File: src/hw/rtl/emgf_pkg.sv
// Shared types and constants of the EMG envelope filter.
// Used by the controller, datapath, divider and top level; no dependencies.
package emgf_pkg;

    localparam int SAMPLE_BITS      = 16;
    localparam int ENV_BITS         = SAMPLE_BITS + 1;
    localparam int V_BITS           = SAMPLE_BITS + 2;
    localparam int MAX_LOWPASS_LEN  = 16;
    localparam int MAX_HIGHPASS_LEN = 256;
    localparam int MAX_ENVELOPE_LEN = 1024;

    localparam int LP_LEN_BITS  = 5;
    localparam int HP_LEN_BITS  = 9;
    localparam int ENV_LEN_BITS = 11;
    localparam int LP_POS_BITS  = $clog2(MAX_LOWPASS_LEN);
    localparam int HP_POS_BITS  = $clog2(MAX_HIGHPASS_LEN);
    localparam int ENV_POS_BITS = $clog2(MAX_ENVELOPE_LEN);

    localparam int LP_SUM_BITS  = 20;
    localparam int HP_SUM_BITS  = 25;
    localparam int ENV_SUM_BITS = 27;

    localparam int HP_RESET_LEN  = 100;
    localparam int ENV_RESET_LEN = 500;

    localparam int CFG_INDEX_BITS = 3;
    localparam int CFG_DATA_BITS  = 11;
    localparam logic [CFG_INDEX_BITS-1:0] REG_HIGHPASS_ENABLE = CFG_INDEX_BITS'(0);
    localparam logic [CFG_INDEX_BITS-1:0] REG_REFERENCE_MODE  = CFG_INDEX_BITS'(1);
    localparam logic [CFG_INDEX_BITS-1:0] REG_LOWPASS_LENGTH  = CFG_INDEX_BITS'(2);
    localparam logic [CFG_INDEX_BITS-1:0] REG_HIGHPASS_LENGTH = CFG_INDEX_BITS'(3);
    localparam logic [CFG_INDEX_BITS-1:0] REG_ENVELOPE_LENGTH = CFG_INDEX_BITS'(4);

    // divider: two quotient bits per cycle
    localparam int DIV_W         = 28;
    localparam int Q_BITS        = V_BITS;
    localparam int DIV_STEP_BITS = 4;
    localparam int LP_DIV_STEPS  = 10;
    localparam int HP_DIV_STEPS  = 12;
    localparam int ENV_DIV_STEPS = 14;

    typedef enum logic [3:0] {
        S_IDLE,
        S_LP_UPD,
        S_LP_START,
        S_LP_WAIT,
        S_REF_START,
        S_REF_WAIT,
        S_HP_UPD,
        S_HP_START,
        S_HP_WAIT,
        S_ENV_UPD,
        S_ENV_START,
        S_ENV_WAIT
    } t_state;

    typedef enum logic [1:0] {
        AVG_LP,
        AVG_REF,
        AVG_HP,
        AVG_ENV
    } t_avg_sel;

    typedef struct packed {
        logic     load;
        logic     lp_upd;
        logic     hp_upd;
        logic     env_upd;
        logic     div_start;
        logic     capture;
        t_avg_sel sel;
    } t_dp_cmd;

    typedef struct packed {
        logic div_busy;
        logic highpass_enable;
        logic reference_mode;
    } t_dp_status;

endpackage

File: src/hw/rtl/emgf_ctrl.sv
// Controller: sequences the averages of one sample and owns both handshakes.
// Depends on emgf_pkg.
module emgf_ctrl (
    input  logic                 i_clk,
    input  logic                 i_rst_n,
    input  logic                 i_valid,
    output logic                 o_stall,
    output logic                 o_valid,
    input  logic                 i_stall,
    input  emgf_pkg::t_dp_status i_status,
    output emgf_pkg::t_dp_cmd    o_cmd
);

    emgf_pkg::t_state r_state;
    emgf_pkg::t_state n_state;
    logic             r_out_valid;
    logic             w_out_free;

    assign w_out_free = !r_out_valid || !i_stall;

    always_comb begin
        n_state = r_state;
        case (r_state)
            emgf_pkg::S_IDLE: begin
                if (i_valid) begin
                    n_state = emgf_pkg::S_LP_UPD;
                end
            end
            emgf_pkg::S_LP_UPD:   n_state = emgf_pkg::S_LP_START;
            emgf_pkg::S_LP_START: n_state = emgf_pkg::S_LP_WAIT;
            emgf_pkg::S_LP_WAIT: begin
                if (!i_status.div_busy) begin
                    if (i_status.reference_mode) begin
                        n_state = emgf_pkg::S_REF_START;
                    end else if (i_status.highpass_enable) begin
                        n_state = emgf_pkg::S_HP_UPD;
                    end else begin
                        n_state = emgf_pkg::S_ENV_UPD;
                    end
                end
            end
            emgf_pkg::S_REF_START: n_state = emgf_pkg::S_REF_WAIT;
            emgf_pkg::S_REF_WAIT: begin
                if (!i_status.div_busy) begin
                    n_state = i_status.highpass_enable ? emgf_pkg::S_HP_UPD
                                                       : emgf_pkg::S_ENV_UPD;
                end
            end
            emgf_pkg::S_HP_UPD:   n_state = emgf_pkg::S_HP_START;
            emgf_pkg::S_HP_START: n_state = emgf_pkg::S_HP_WAIT;
            emgf_pkg::S_HP_WAIT: begin
                if (!i_status.div_busy) begin
                    n_state = emgf_pkg::S_ENV_UPD;
                end
            end
            emgf_pkg::S_ENV_UPD:   n_state = emgf_pkg::S_ENV_START;
            emgf_pkg::S_ENV_START: n_state = emgf_pkg::S_ENV_WAIT;
            emgf_pkg::S_ENV_WAIT: begin
                if (!i_status.div_busy && w_out_free) begin
                    n_state = emgf_pkg::S_IDLE;
                end
            end
            default: n_state = emgf_pkg::S_IDLE;
        endcase
    end

    always_comb begin
        o_cmd   = '0;
        o_stall = 1'b1;
        case (r_state)
            emgf_pkg::S_IDLE: begin
                o_stall    = 1'b0;
                o_cmd.load = i_valid;
            end
            emgf_pkg::S_LP_UPD: o_cmd.lp_upd = 1'b1;
            emgf_pkg::S_LP_START: begin
                o_cmd.div_start = 1'b1;
                o_cmd.sel       = emgf_pkg::AVG_LP;
            end
            emgf_pkg::S_LP_WAIT: begin
                o_cmd.capture = !i_status.div_busy;
                o_cmd.sel     = emgf_pkg::AVG_LP;
            end
            emgf_pkg::S_REF_START: begin
                o_cmd.div_start = 1'b1;
                o_cmd.sel       = emgf_pkg::AVG_REF;
            end
            emgf_pkg::S_REF_WAIT: begin
                o_cmd.capture = !i_status.div_busy;
                o_cmd.sel     = emgf_pkg::AVG_REF;
            end
            emgf_pkg::S_HP_UPD: o_cmd.hp_upd = 1'b1;
            emgf_pkg::S_HP_START: begin
                o_cmd.div_start = 1'b1;
                o_cmd.sel       = emgf_pkg::AVG_HP;
            end
            emgf_pkg::S_HP_WAIT: begin
                o_cmd.capture = !i_status.div_busy;
                o_cmd.sel     = emgf_pkg::AVG_HP;
            end
            emgf_pkg::S_ENV_UPD: o_cmd.env_upd = 1'b1;
            emgf_pkg::S_ENV_START: begin
                o_cmd.div_start = 1'b1;
                o_cmd.sel       = emgf_pkg::AVG_ENV;
            end
            emgf_pkg::S_ENV_WAIT: begin
                o_cmd.capture = !i_status.div_busy && w_out_free;
                o_cmd.sel     = emgf_pkg::AVG_ENV;
            end
            default: ;
        endcase
    end

    always_ff @(posedge i_clk) begin
        if (!i_rst_n) begin
            r_state     <= emgf_pkg::S_IDLE;
            r_out_valid <= 1'b0;
        end else begin
            r_state <= n_state;
            if (r_state == emgf_pkg::S_ENV_WAIT && !i_status.div_busy && w_out_free) begin
                r_out_valid <= 1'b1;
            end else if (r_out_valid && !i_stall) begin
                r_out_valid <= 1'b0;
            end
        end
    end

    assign o_valid = r_out_valid;

endmodule

File: config.mk
export PLATFORM = sky130hd
export DESIGN_NAME = emgf_ctrl
export DESIGN_NICKNAME = d
export VERILOG_FILES = /design/src/hw/rtl/emgf_pkg.sv /design/src/hw/rtl/emgf_ctrl.sv
export SDC_FILE = /design/constraint.sdc
export NUM_CORES = 1
export LEC_CHECK = 0
export ABC_CLOCK_PERIOD_IN_PS = 1750
export BUFFER_PORTS_ARGS = -buffer_cell sky130_fd_sc_hd__buf_4
export CORE_MARGIN = 4
export CORE_UTILIZATION = 35
export DETAILED_ROUTE_END_ITERATION = 8
export GPL_TIMING_DRIVEN = 0
export SLEW_MARGIN = 30
export SYNTH_ARGS = -nofsm -noshare
export SYNTH_HDL_FRONTEND = slang
export SYNTH_SLANG_ARGS = --single-unit
File: constraint.sdc
create_clock -name i_clk -period 1.75 [get_ports i_clk]
set_input_delay 0.35 -clock i_clk [delete_from_list [all_inputs] [get_ports i_clk]]
set_output_delay 0.35 -clock i_clk [all_outputs]
set_load 0.01 [all_outputs]
# Yosys cells after proc, flatten, opt, wreduce, memory -nomap -nowiden
# Index checks and enable logic that the tools add are counted.
# Widths: inputs -> output; s select.
[classes] eq_ne=16 muxes=18 n_reduce_logical=16
[ops] operator="$pmux 4 s12" count=1
[ops] operator="$mux 4" count=7
[ops] operator="$eq 4x3->1 const B" count=4
[ops] operator="$eq 4x4->1 const B" count=4
[ops] operator="$ne 2x2->1 const B" count=5
[ops] operator="$eq 4x2->1 const B" count=2
[ops] operator="$mux 1" count=8
[ops] operator="$pmux 2 s3" count=1
[ops] operator="$reduce_or 2->1" count=3
[ops] operator="$reduce_and 5->1" count=1
[ops] operator="$eq 4x1->1 const B" count=1
[ops] operator="$logic_and 1x1->1" count=4
[ops] operator="$logic_not 4->1" count=1
[ops] operator="$reduce_or 4->1" count=1
[ops] operator="$logic_not 1->1" count=3
[ops] operator="$reduce_or 3->1" count=1
[ops] operator="$pmux 1 s2" count=1
[ops] operator="$reduce_bool 2->1" count=1
[ops] operator="$logic_or 1x1->1" count=1
[totals] reg_bits=5 inputBits=7 elab_cells=52

# Logic depth before layout (Yosys ltp)
# Gate-level depths: netlist (run 1).
[logic_depth] word_depth=5 mapped_depth=6 depth_no_buf=4

# Least setup slack after synthesis (run 1)
# OpenSTA, ideal clock, no wires.
[synth_path] kind="reg-to-output" startpoint="reg r_state[2]" endpoint="out o_cmd[2] in the netlist's numbering" t_arrival_ps=1164 required_ps=1400 setup_slack_ps=236 stages_incl_launch_ff=6 cell_sequence="dfxtp_1 buf_6 buf_2 nand2_1 o32a_1 nor2_1"
[synth_lines] element="from (decl)" line_no="emgf_ctrl.sv:14" rtl="emgf_pkg::t_state r_state;"
[synth_lines] element="from (signal assigned)" line_no="emgf_ctrl.sv:116" rtl="r_state <= emgf_pkg::S_IDLE;"
[synth_lines] element="from (signal assigned)" line_no="emgf_ctrl.sv:119" rtl="r_state <= n_state;"
[synth_lines] element="to (decl)" line_no="emgf_ctrl.sv:11" rtl="output emgf_pkg::t_dp_cmd o_cmd"

==> results of run 1 <==
-- per-stage QoR --
stage	cell area, µm²	std cells	setup TNS, ns	worst slack (ns)	hold WS, ns
2_1_floorplan	584	81	0	0.236	0.493
3_3_place_gp	717	112	0	0.0260	0.474
3_5_place_dp	717	112	0	0.0202	0.478
4_1_cts	795	118	-0.00726	-0.00726	0.379
5_1_grt	850	121	-0.0268	-0.0207	0.386
6_report	850	121	0	0.0324	0.387
-- kinds of logic after synthesis --
family	Yosys count	share of synthesized area [%]
AOI/OAI and AO/OA	27	33.0
xor gates and xnor gates	1	1.50
buffers and inverters	11	9.85
DFF	5	17.1
and+or+nand+nor	37	38.5
-- worst max-delay path, cell delays in order (launching register included) --
cell,delay [ns]
dfxtp_2,0.31
buf_6,0.12
buf_8,0.13
o32a_1,0.35
nor2_1,0.09
buf_4,0.13
-- where the power goes --
group	internal (mW)	leakage [nW]	total [mW]	switching, mW
Clock	0.0859	0.0150	0.128	0.0421
Combinational	0.209	0.331	0.412	0.203
Sequential	0.133	0.0422	0.156	0.0237
Total	0.427	0.388	0.696	0.269
-- flip-flops by register name (all words and copies together), names as in the netlist --
signal and flops:
r_state 4, o_valid 1
-- final cells by class --
cell class,count,share of cell area (%)
multi-input cells,65,52.7
repair buffers,21,18.6
flip-flops and latches,5,12.5
plain buffers,7,9.43
clock buffers,4,3.09
well taps,16,2.36
inverters,3,1.33
-- final timing paths --
path / slack [ns] / end
setup reg to reg: 0.18 / r_state[1]
hold / removal: 0.39 / r_state[2]
setup / recovery: 0.03 / o_cmd[2]
hold reg to reg: 0.49 / o_valid
-- timing repair --
item,4_1_cts,5_1_grt
endpoints found under the setup margin,6,5
cloned,0,0
hold buffers,0,0
resized for setup,12,9
buffers inserted,3,3
pin swaps,0,1
-- per-layer routing --
metal	up-vias	GRT usage [%]	wire length [µm]
met4	0	6.73	14
met2	28	22.0	835
met5	-	0	0
li1	349	-	-
met1	322	18.6	753
met3	2	1.83	117
-- cell usage in the layout, fill, tap and decap left out, types with 2 or more instances in the layout --
cell      netlist  final
nor4_2          2      2
nand2_1         9      8
buf_4           0     21
o21ai_0         2      2
dfxtp_1         5      2
a21o_1          2      2
a21oi_1         6      6
a31o_1          2      2
buf_8           0      2
and3_1          3      3
nand3b_1        2      2
inv_1           2      2
clkbuf_4        0      3
buf_6           1      4
dfxtp_2         0      2
nor2_1          6      5
nand2b_1        3      3
o21ai_1         3      3
a21boi_0        2      2
==> qor.json, run 1 <==
{
  "routing": {
    "viasPerCell": 5.79,
    "dr.first_iter.drc_count": 11,
    "post_drt_wl_per_cell_um": 14.2,
    "detail_route.first_pass.iterations": 4,
    "drt.antenna.violating_nets": 0,
    "post_route_wl_mm": 1.72,
    "drcViolationCount": 0,
    "route.vias.total": 701
  },
  "pwr": {
    "power_leakage_nw": 0.388,
    "total_power_per_unit_cell_area_mw_per_mm2": 820,
    "finalPower_mw": 0.696,
    "vdd_drop_max_mv": 0.424
  },
  "sta": {
    "min_period_over_period_pct": 98.1,
    "worst_slew_margin_rel_pct": 80.4,
    "tightestPinTransition_ns": 0.289,
    "period_minus_slack_ns": 1.72,
    "setup_viol_count_final": 0,
    "clock-skew-final_ns": 0.00145,
    "max_slew_violation_count": 0,
    "grt_setup_unrepaired": "true",
    "achievable-frequency_mhz": 582,
    "final-hold-violation-count": 0
  },
  "clock_network": {
    "clk_latency_ns": 0.24,
    "clk_path_buf_depth": 2,
    "tritoncts": "built",
    "cts_inserted_buffers": 3,
    "cts.reportedPaths.clkPinSlew_ns": 0.04,
    "cts_sinks": 5,
    "ctsHtreeMaxLevel": 1,
    "clock-root-buffer": "clkbuf_4"
  },
  "worst_hold_path": {
    "min-delay-start": "i_rst_n",
    "hp-class": "primary input to flop",
    "hold_depth": 3
  },
  "worst_setup_path": {
    "critical_path.max_fanout": 10,
    "worst-setup-path-type": "flop to output pin",
    "timing.critical_path.required_ns": 1.40,
    "critical_path.startpoint": "r_state[1]",
    "reg2reg_from": "r_state[2]",
    "ff2ff_path_depth": 6,
    "critPathArrivalTime_ns": 1.37,
    "cp-start-kind": "flop",
    "setup.worst_path.end_class": "output pin"
  },
  "layout": {
    "layout.nets": 113,
    "multi_input_area_um2": 448,
    "final_layout_size_suffix_gt1_share_pct": 41.0,
    "ff_latch_area_um2": 106,
    "fillers": 154,
    "antenna-diode-count": 0,
    "post_layout_util_pct": 55.1,
    "syn_to_final_growth_pct": 45.4
  },
  "global_routing": {
    "antenna_found_initial": 0,
    "grt_pass1_vias": 626,
    "grt_use_total_pct": 14.0,
    "grt_max_degree": 11,
    "global_route_wire_length_before_repair_mm": 2.75,
    "grt_remaining_overflow": 0
  },
  "logic_synthesis": {
    "netlist_top_cells_area": "dfxtp_1, buf_2, nand2_1",
    "yosys_register_bits": 5,
    "synth_most_common_cell": "nand2_1",
    "synth_edf_count": 0,
    "post_synthesis_sequential_area_ratio_pct": 17.1,
    "ys_dominant_reg_cell": "dfxtp_1",
    "yosys-top-cells-count": "nand2_1, buf_2, a21oi_1, nor2_1, dfxtp_1",
    "ys_warn_count": 0,
    "synthDominantCellAreaShare_pct": 17.1,
    "mapped_nets": 88,
    "synth.avg_cell_area_um2": 7.21,
    "synthDistinctLibCells": 39,
    "postSynth.asyncResetShare_pct": 0,
    "syn_area_um2": 584,
    "syn-instance-count": 81,
    "synth_area_leader_cell": "dfxtp_1"
  },
  "die": {
    "initial_utilization_pct": 37.9,
    "die_area_mm2": 0.00239,
    "die_height_um": 48.9,
    "core_area_mm2": 0.00154,
    "pin_count": 17,
    "die_width_um": 48.9,
    "rows": 14
  },
  "flow_run": {
    "max_cap_viol_count": 0
  },
  "place": {
    "dpl.hpwl_mm": 1.15,
    "port_buffers": 15,
    "gp_congestion": 0.801
  },
  "status": {
    "run_status": "completed"
  }
}
No activity file was read; power rests on OpenSTA's default activity.
==> run 2, diff against run 1 <==
--- a/config.mk
+++ b/config.mk
@@ -5,6 +5,7 @@
 export SDC_FILE = /design/constraint.sdc
 export NUM_CORES = 1
 export LEC_CHECK = 0
+export ABC_AREA = 1
 export ABC_CLOCK_PERIOD_IN_PS = 1750
 export BUFFER_PORTS_ARGS = -buffer_cell sky130_fd_sc_hd__buf_4
 export CORE_MARGIN = 4
==> run 2 against run 1 <==
Critical path depth grew 2. Sequential share of layout area increased by 4.0 points. Global-route usage rose by 1.5 points. Non-clock buffer count decreased by 12. Register-to-register slack better by 0.27 ns. Fmax up 3.1%. Final cell count shrank 5.0%. Clock skew is essentially flat. Worst setup slack gained 0.052 ns. Wire length decreased by 27%. Via count fell by 22%. Highest routed layer unchanged.
==> qor.json, run 2 <==
{
  "worst_setup_path": {
    "ff2ff_path_depth": {"value": 8, "change": "was 6"},
    "r2r_end": {"value": "r_state[3]", "change": "was r_state[1]"},
    "cp-start-kind": {"value": "flop", "change": "unchanged"},
    "timing.critical_path.required": {"value": 1.40, "unit": "ns", "change": "about the same"},
    "setup.worst_path.end_class": {"value": "output pin", "change": "unchanged"},
    "worst-setup-path-type": {"value": "flop to output pin", "change": "unchanged"},
    "critical_path.max_fanout": {"value": 6, "change": "was 10"},
    "reg2reg_from": {"value": "r_state[0]", "change": "was r_state[2]"},
    "critPathArrivalTime": {"value": 1.32, "unit": "ns", "change": "was 1.37 ns"},
    "register_to_register_setup_slack": {"value": 0.45, "unit": "ns", "change": "was 0.18 ns"}
  },
  "place": {
    "dpl_worst_slack": {"value": 0.199, "unit": "ns", "change": "was 0.0202 ns"},
    "port_buffers": {"value": 16, "change": "was 15"},
    "gp_congestion": {"value": 0.859, "change": "was 0.801"},
    "placed_cells": {"value": 111, "change": "was 112"},
    "dpl.hpwl": {"value": 1.01, "unit": "mm", "change": "was 1.15 mm"},
    "dpl-instance-area": {"value": 608, "unit": "µm²", "change": "was 717 µm²"}
  },
  "clock_network": {
    "post-cts-setup-buffers": {"value": 0, "change": "was 3"},
    "cts.reportedPaths.clkPinSlew": {"value": 0.04, "unit": "ns", "change": "about the same"},
    "ctsHtreeMaxLevel": {"value": 1, "change": "unchanged"},
    "clock-root-buffer": {"value": "clkbuf_4", "change": "unchanged"},
    "clk_path_buf_depth": {"value": 2, "change": "unchanged"},
    "cts_sinks": {"value": 5, "change": "unchanged"},
    "tritoncts": {"value": "built", "change": "unchanged"},
    "cts_inserted_buffers": {"value": 3, "change": "unchanged"},
    "clk_latency": {"value": 0.24, "unit": "ns", "change": "about the same"}
  },
  "layout": {
    "syn_to_final_growth": {"value": 38.6, "unit": "%", "change": "was 45.4%"},
    "largest_register_by_flop_count": {"value": "r_state", "change": "unchanged"},
    "antenna-diode-count": {"value": 0, "change": "unchanged"},
    "fillers": {"value": 120, "change": "was 154"},
    "number_of_flip_flops_under_the_largest_register_name": {"value": 4, "change": "unchanged"},
    "final_cell_area": {"value": 652, "unit": "µm²", "change": "was 850 µm²"},
    "final_common_cell": {"value": "nand2_1", "change": "was buf_4"},
    "post_layout_util": {"value": 55.0, "unit": "%", "change": "was 55.1%"},
    "final_layout_size_suffix_gt1_share": {"value": 40.6, "unit": "%", "change": "was 41.0%"},
    "most-common-layout-cells": {"value": "nand2_1, buf_4, inv_1, nand3_1, nor2_1", "change": "was buf_4, nand2_1, a21oi_1, nor2_1, buf_6"},
    "instances_no_fill": {"value": 115, "change": "was 121"},
    "layout.nets": {"value": 109, "change": "was 113"}
  },
  "logic_synthesis": {
    "syn_area": {"value": 470, "unit": "µm²", "change": "was 584 µm²"},
    "synth_area_leader_cell": {"value": "dfxtp_1", "change": "unchanged"},
    "postSynth.asyncResetShare": {"value": 0, "unit": "%", "change": "unchanged"},
    "synthDominantCellAreaShare": {"value": 21.3, "unit": "%", "change": "was 17.1%"},
    "ys_dominant_reg_cell": {"value": "dfxtp_1", "change": "unchanged"},
    "netlist_top_cells_area": {"value": "dfxtp_1, nand2_1, nand3_1", "change": "was dfxtp_1, buf_2, nand2_1"},
    "synthDistinctLibCells": {"value": 21, "change": "was 39"},
    "yosys_register_bits": {"value": 5, "change": "unchanged"},
    "yosys-top-cells-count": {"value": "nand2_1, inv_1, nand3_1, nor2_1, dfxtp_1", "change": "was nand2_1, buf_2, a21oi_1, nor2_1, dfxtp_1"},
    "post_synthesis_sequential_area_ratio": {"value": 21.3, "unit": "%", "change": "was 17.1%"},
    "syn-instance-count": {"value": 81, "change": "unchanged"},
    "ys_warn_count": {"value": 0, "change": "unchanged"},
    "synth_most_common_cell": {"value": "nand2_1", "change": "unchanged"},
    "synth_edf_count": {"value": 0, "change": "unchanged"},
    "mapped_nets": {"value": 88, "change": "unchanged"},
    "synth.avg_cell_area": {"value": 5.81, "unit": "µm²", "change": "was 7.21 µm²"}
  },
  "pwr": {
    "power_leakage": {"value": 0.332, "unit": "nW", "change": "was 0.388 nW"},
    "power.net_switching": {"value": 0.530, "unit": "mW", "change": "was 0.269 mW"},
    "finalPower": {"value": 1.08, "unit": "mW", "change": "was 0.696 mW"},
    "seq_power_share": {"value": 22.4, "unit": "%", "change": "was 22.5%"},
    "swShare": {"value": 49.3, "unit": "%", "change": "was 38.6%"},
    "power.internal": {"value": 0.545, "unit": "mW", "change": "was 0.427 mW"},
    "vdd_drop_max": {"value": 0.736, "unit": "mV", "change": "was 0.424 mV"},
    "share_comb_of_total_power": {"value": 65.3, "unit": "%", "change": "was 59.2%"},
    "total_power_per_unit_cell_area": {"value": 1650, "unit": "mW/mm²", "change": "was 820 mW/mm²"},
    "power.clock.fraction": {"value": 12.3, "unit": "%", "change": "was 18.4%"}
  },
  "sta": {
    "period_minus_slack": {"value": 1.67, "unit": "ns", "change": "was 1.72 ns"},
    "final.setup.worst_slack": {"value": 0.0843, "unit": "ns", "change": "was 0.0324 ns"},
    "worst_slew_margin_rel": {"value": 86.2, "unit": "%", "change": "was 80.4%"},
    "max_slew_violation_count": {"value": 0, "change": "unchanged"},
    "clock-skew-final": {"value": 0.00179, "unit": "ns", "change": "was 0.00145 ns"},
    "achievable-frequency": {"value": 600, "unit": "MHz", "change": "was 582 MHz"},
    "setup_viol_count_final": {"value": 0, "change": "unchanged"},
    "hold_slack": {"value": 0.350, "unit": "ns", "change": "was 0.387 ns"},
    "tightestPinTransition": {"value": 0.207, "unit": "ns", "change": "was 0.289 ns"},
    "timing.setup.tns": {"value": 0, "unit": "ns", "change": "unchanged"},
    "min_period_over_period": {"value": 95.2, "unit": "%", "change": "was 98.1%"},
    "final-hold-violation-count": {"value": 0, "change": "unchanged"}
  },
  "global_routing": {
    "grt_use_total": {"value": 15.5, "unit": "%", "change": "was 14.0%"},
    "global_route_wire_length_before_repair": {"value": 2.28, "unit": "mm", "change": "was 2.75 mm"},
    "antenna_found_initial": {"value": 0, "change": "unchanged"},
    "grt_remaining_overflow": {"value": 0, "change": "unchanged"},
    "grt_pass1_vias": {"value": 534, "change": "was 626"},
    "grt_max_degree": {"value": 9, "change": "was 11"}
  },
  "worst_hold_path": {
    "holdPathEnd": {"value": "r_state[3]", "change": "was r_state[2]"},
    "hold_depth": {"value": 3, "change": "unchanged"},
    "min-delay-start": {"value": "i_rst_n", "change": "unchanged"},
    "hp-class": {"value": "primary input to flop", "change": "unchanged"}
  },
  "routing": {
    "detail_route.first_pass.iterations": {"value": 4, "change": "unchanged"},
    "post_drt_wl_per_cell": {"value": 11.0, "unit": "µm", "change": "was 14.2 µm"},
    "viasPerCell": {"value": 4.77, "change": "was 5.79"},
    "post_route_wl": {"value": 1.26, "unit": "mm", "change": "was 1.72 mm"},
    "drcViolationCount": {"value": 0, "change": "unchanged"},
    "dr.first_iter.drc_count": {"value": 16, "change": "was 11"},
    "drt.antenna.violating_nets": {"value": 0, "change": "unchanged"},
    "route.vias.total": {"value": 548, "change": "was 701"}
  },
  "die": {
    "initial_utilization": {"value": 39.7, "unit": "%", "change": "was 37.9%"},
    "die_width": {"value": 44.7, "unit": "µm", "change": "was 48.9 µm"},
    "die_area": {"value": 0.00199, "unit": "mm²", "change": "was 0.00239 mm²"},
    "pin_count": {"value": 17, "change": "unchanged"},
    "die_height": {"value": 44.7, "unit": "µm", "change": "was 48.9 µm"},
    "core_area": {"value": 0.00119, "unit": "mm²", "change": "was 0.00154 mm²"},
    "rows": {"value": 12, "change": "was 14"}
  },
  "flow_run": {
    "max_cap_viol_count": {"value": 0, "change": "unchanged"}
  },
  "status": {
    "run_status": {"value": "completed", "change": "unchanged"}
  }
}
## run 2: final cells by class
type / count / area, µm² / share of cell area (%)
Clock buffer: 4 / 26.3 / 4.03
Inverter: 14 / 53.8 / 8.25
Multi-Input combinational cell: 62 / 327 / 50.1
Sequential cell: 5 / 108 / 16.5
Tap cell: 14 / 17.5 / 2.69
Timing Repair Buffer: 16 / 120 / 18.4
## run 2: critical path: stages, from the launching register on
cell     delay [ns]
dfxtp_2        0.41
inv_2          0.08
nor2_4         0.12
nand2_1        0.10
nand3_2        0.09
nand2_1        0.05
o31ai_1        0.06
buf_4          0.16
## run 2: cell families (layout without fill, tap and decap cells)
| kind of cell | after synthesis | in the layout | share of synthesized area [%] |
|---|---|---|---|
| AOI/OAI and AO/OA | 10 | 10 | 12.5 |
| and+or+nand+nor | 52 | 52 | 54.8 |
| buffers and inverters | 14 | 34 | 11.4 |
| DFF | 5 | 5 | 21.3 |
## run 2: what timing repair did
item                       CTS  global route
cloned                       0             0
setup endpoints to repair    1             3
resized for setup            2             7
pin swaps                    0             1
hold buffers                 0             0
## run 2: per-layer routing
layer	up-vias	global-route usage, %	routed length (µm)
met3	2	8.54	89
li1	301	-	-
met5	-	0	0
met2	14	21.8	580
met1	231	20.4	584
met4	0	3.61	8
## run 2: power groups by stage
stage,combinational [mW],sequential [mW],clock (mW)
after floorplan,0.460,0.205,0
after CTS,0.684,0.225,0.136
after detailed placement,0.679,0.220,0
final,0.702,0.241,0.132
after global routing,0.787,0.249,0.146
after global placement,0.686,0.220,0
## run 2: worst max path at each step
| stage | from | to | slack (ns) | depth (start not counted) |
|---|---|---|---|---|
| 2_1_floorplan | r_state[3] | o_cmd[2] | 0.31 | 4 |
| 3_3_place_gp | r_state[3] | o_cmd[2] | 0.19 | 5 |
| 3_5_place_dp | r_state[3] | o_cmd[2] | 0.20 | 5 |
| 4_1_cts | r_state[1] | o_cmd[2] | 0.01 | 8 |
| 5_1_grt | r_state[2] | o_cmd[2] | -0.009 | 7 |
| 6_report | r_state[2] | o_cmd[2] | 0.08 | 7 |
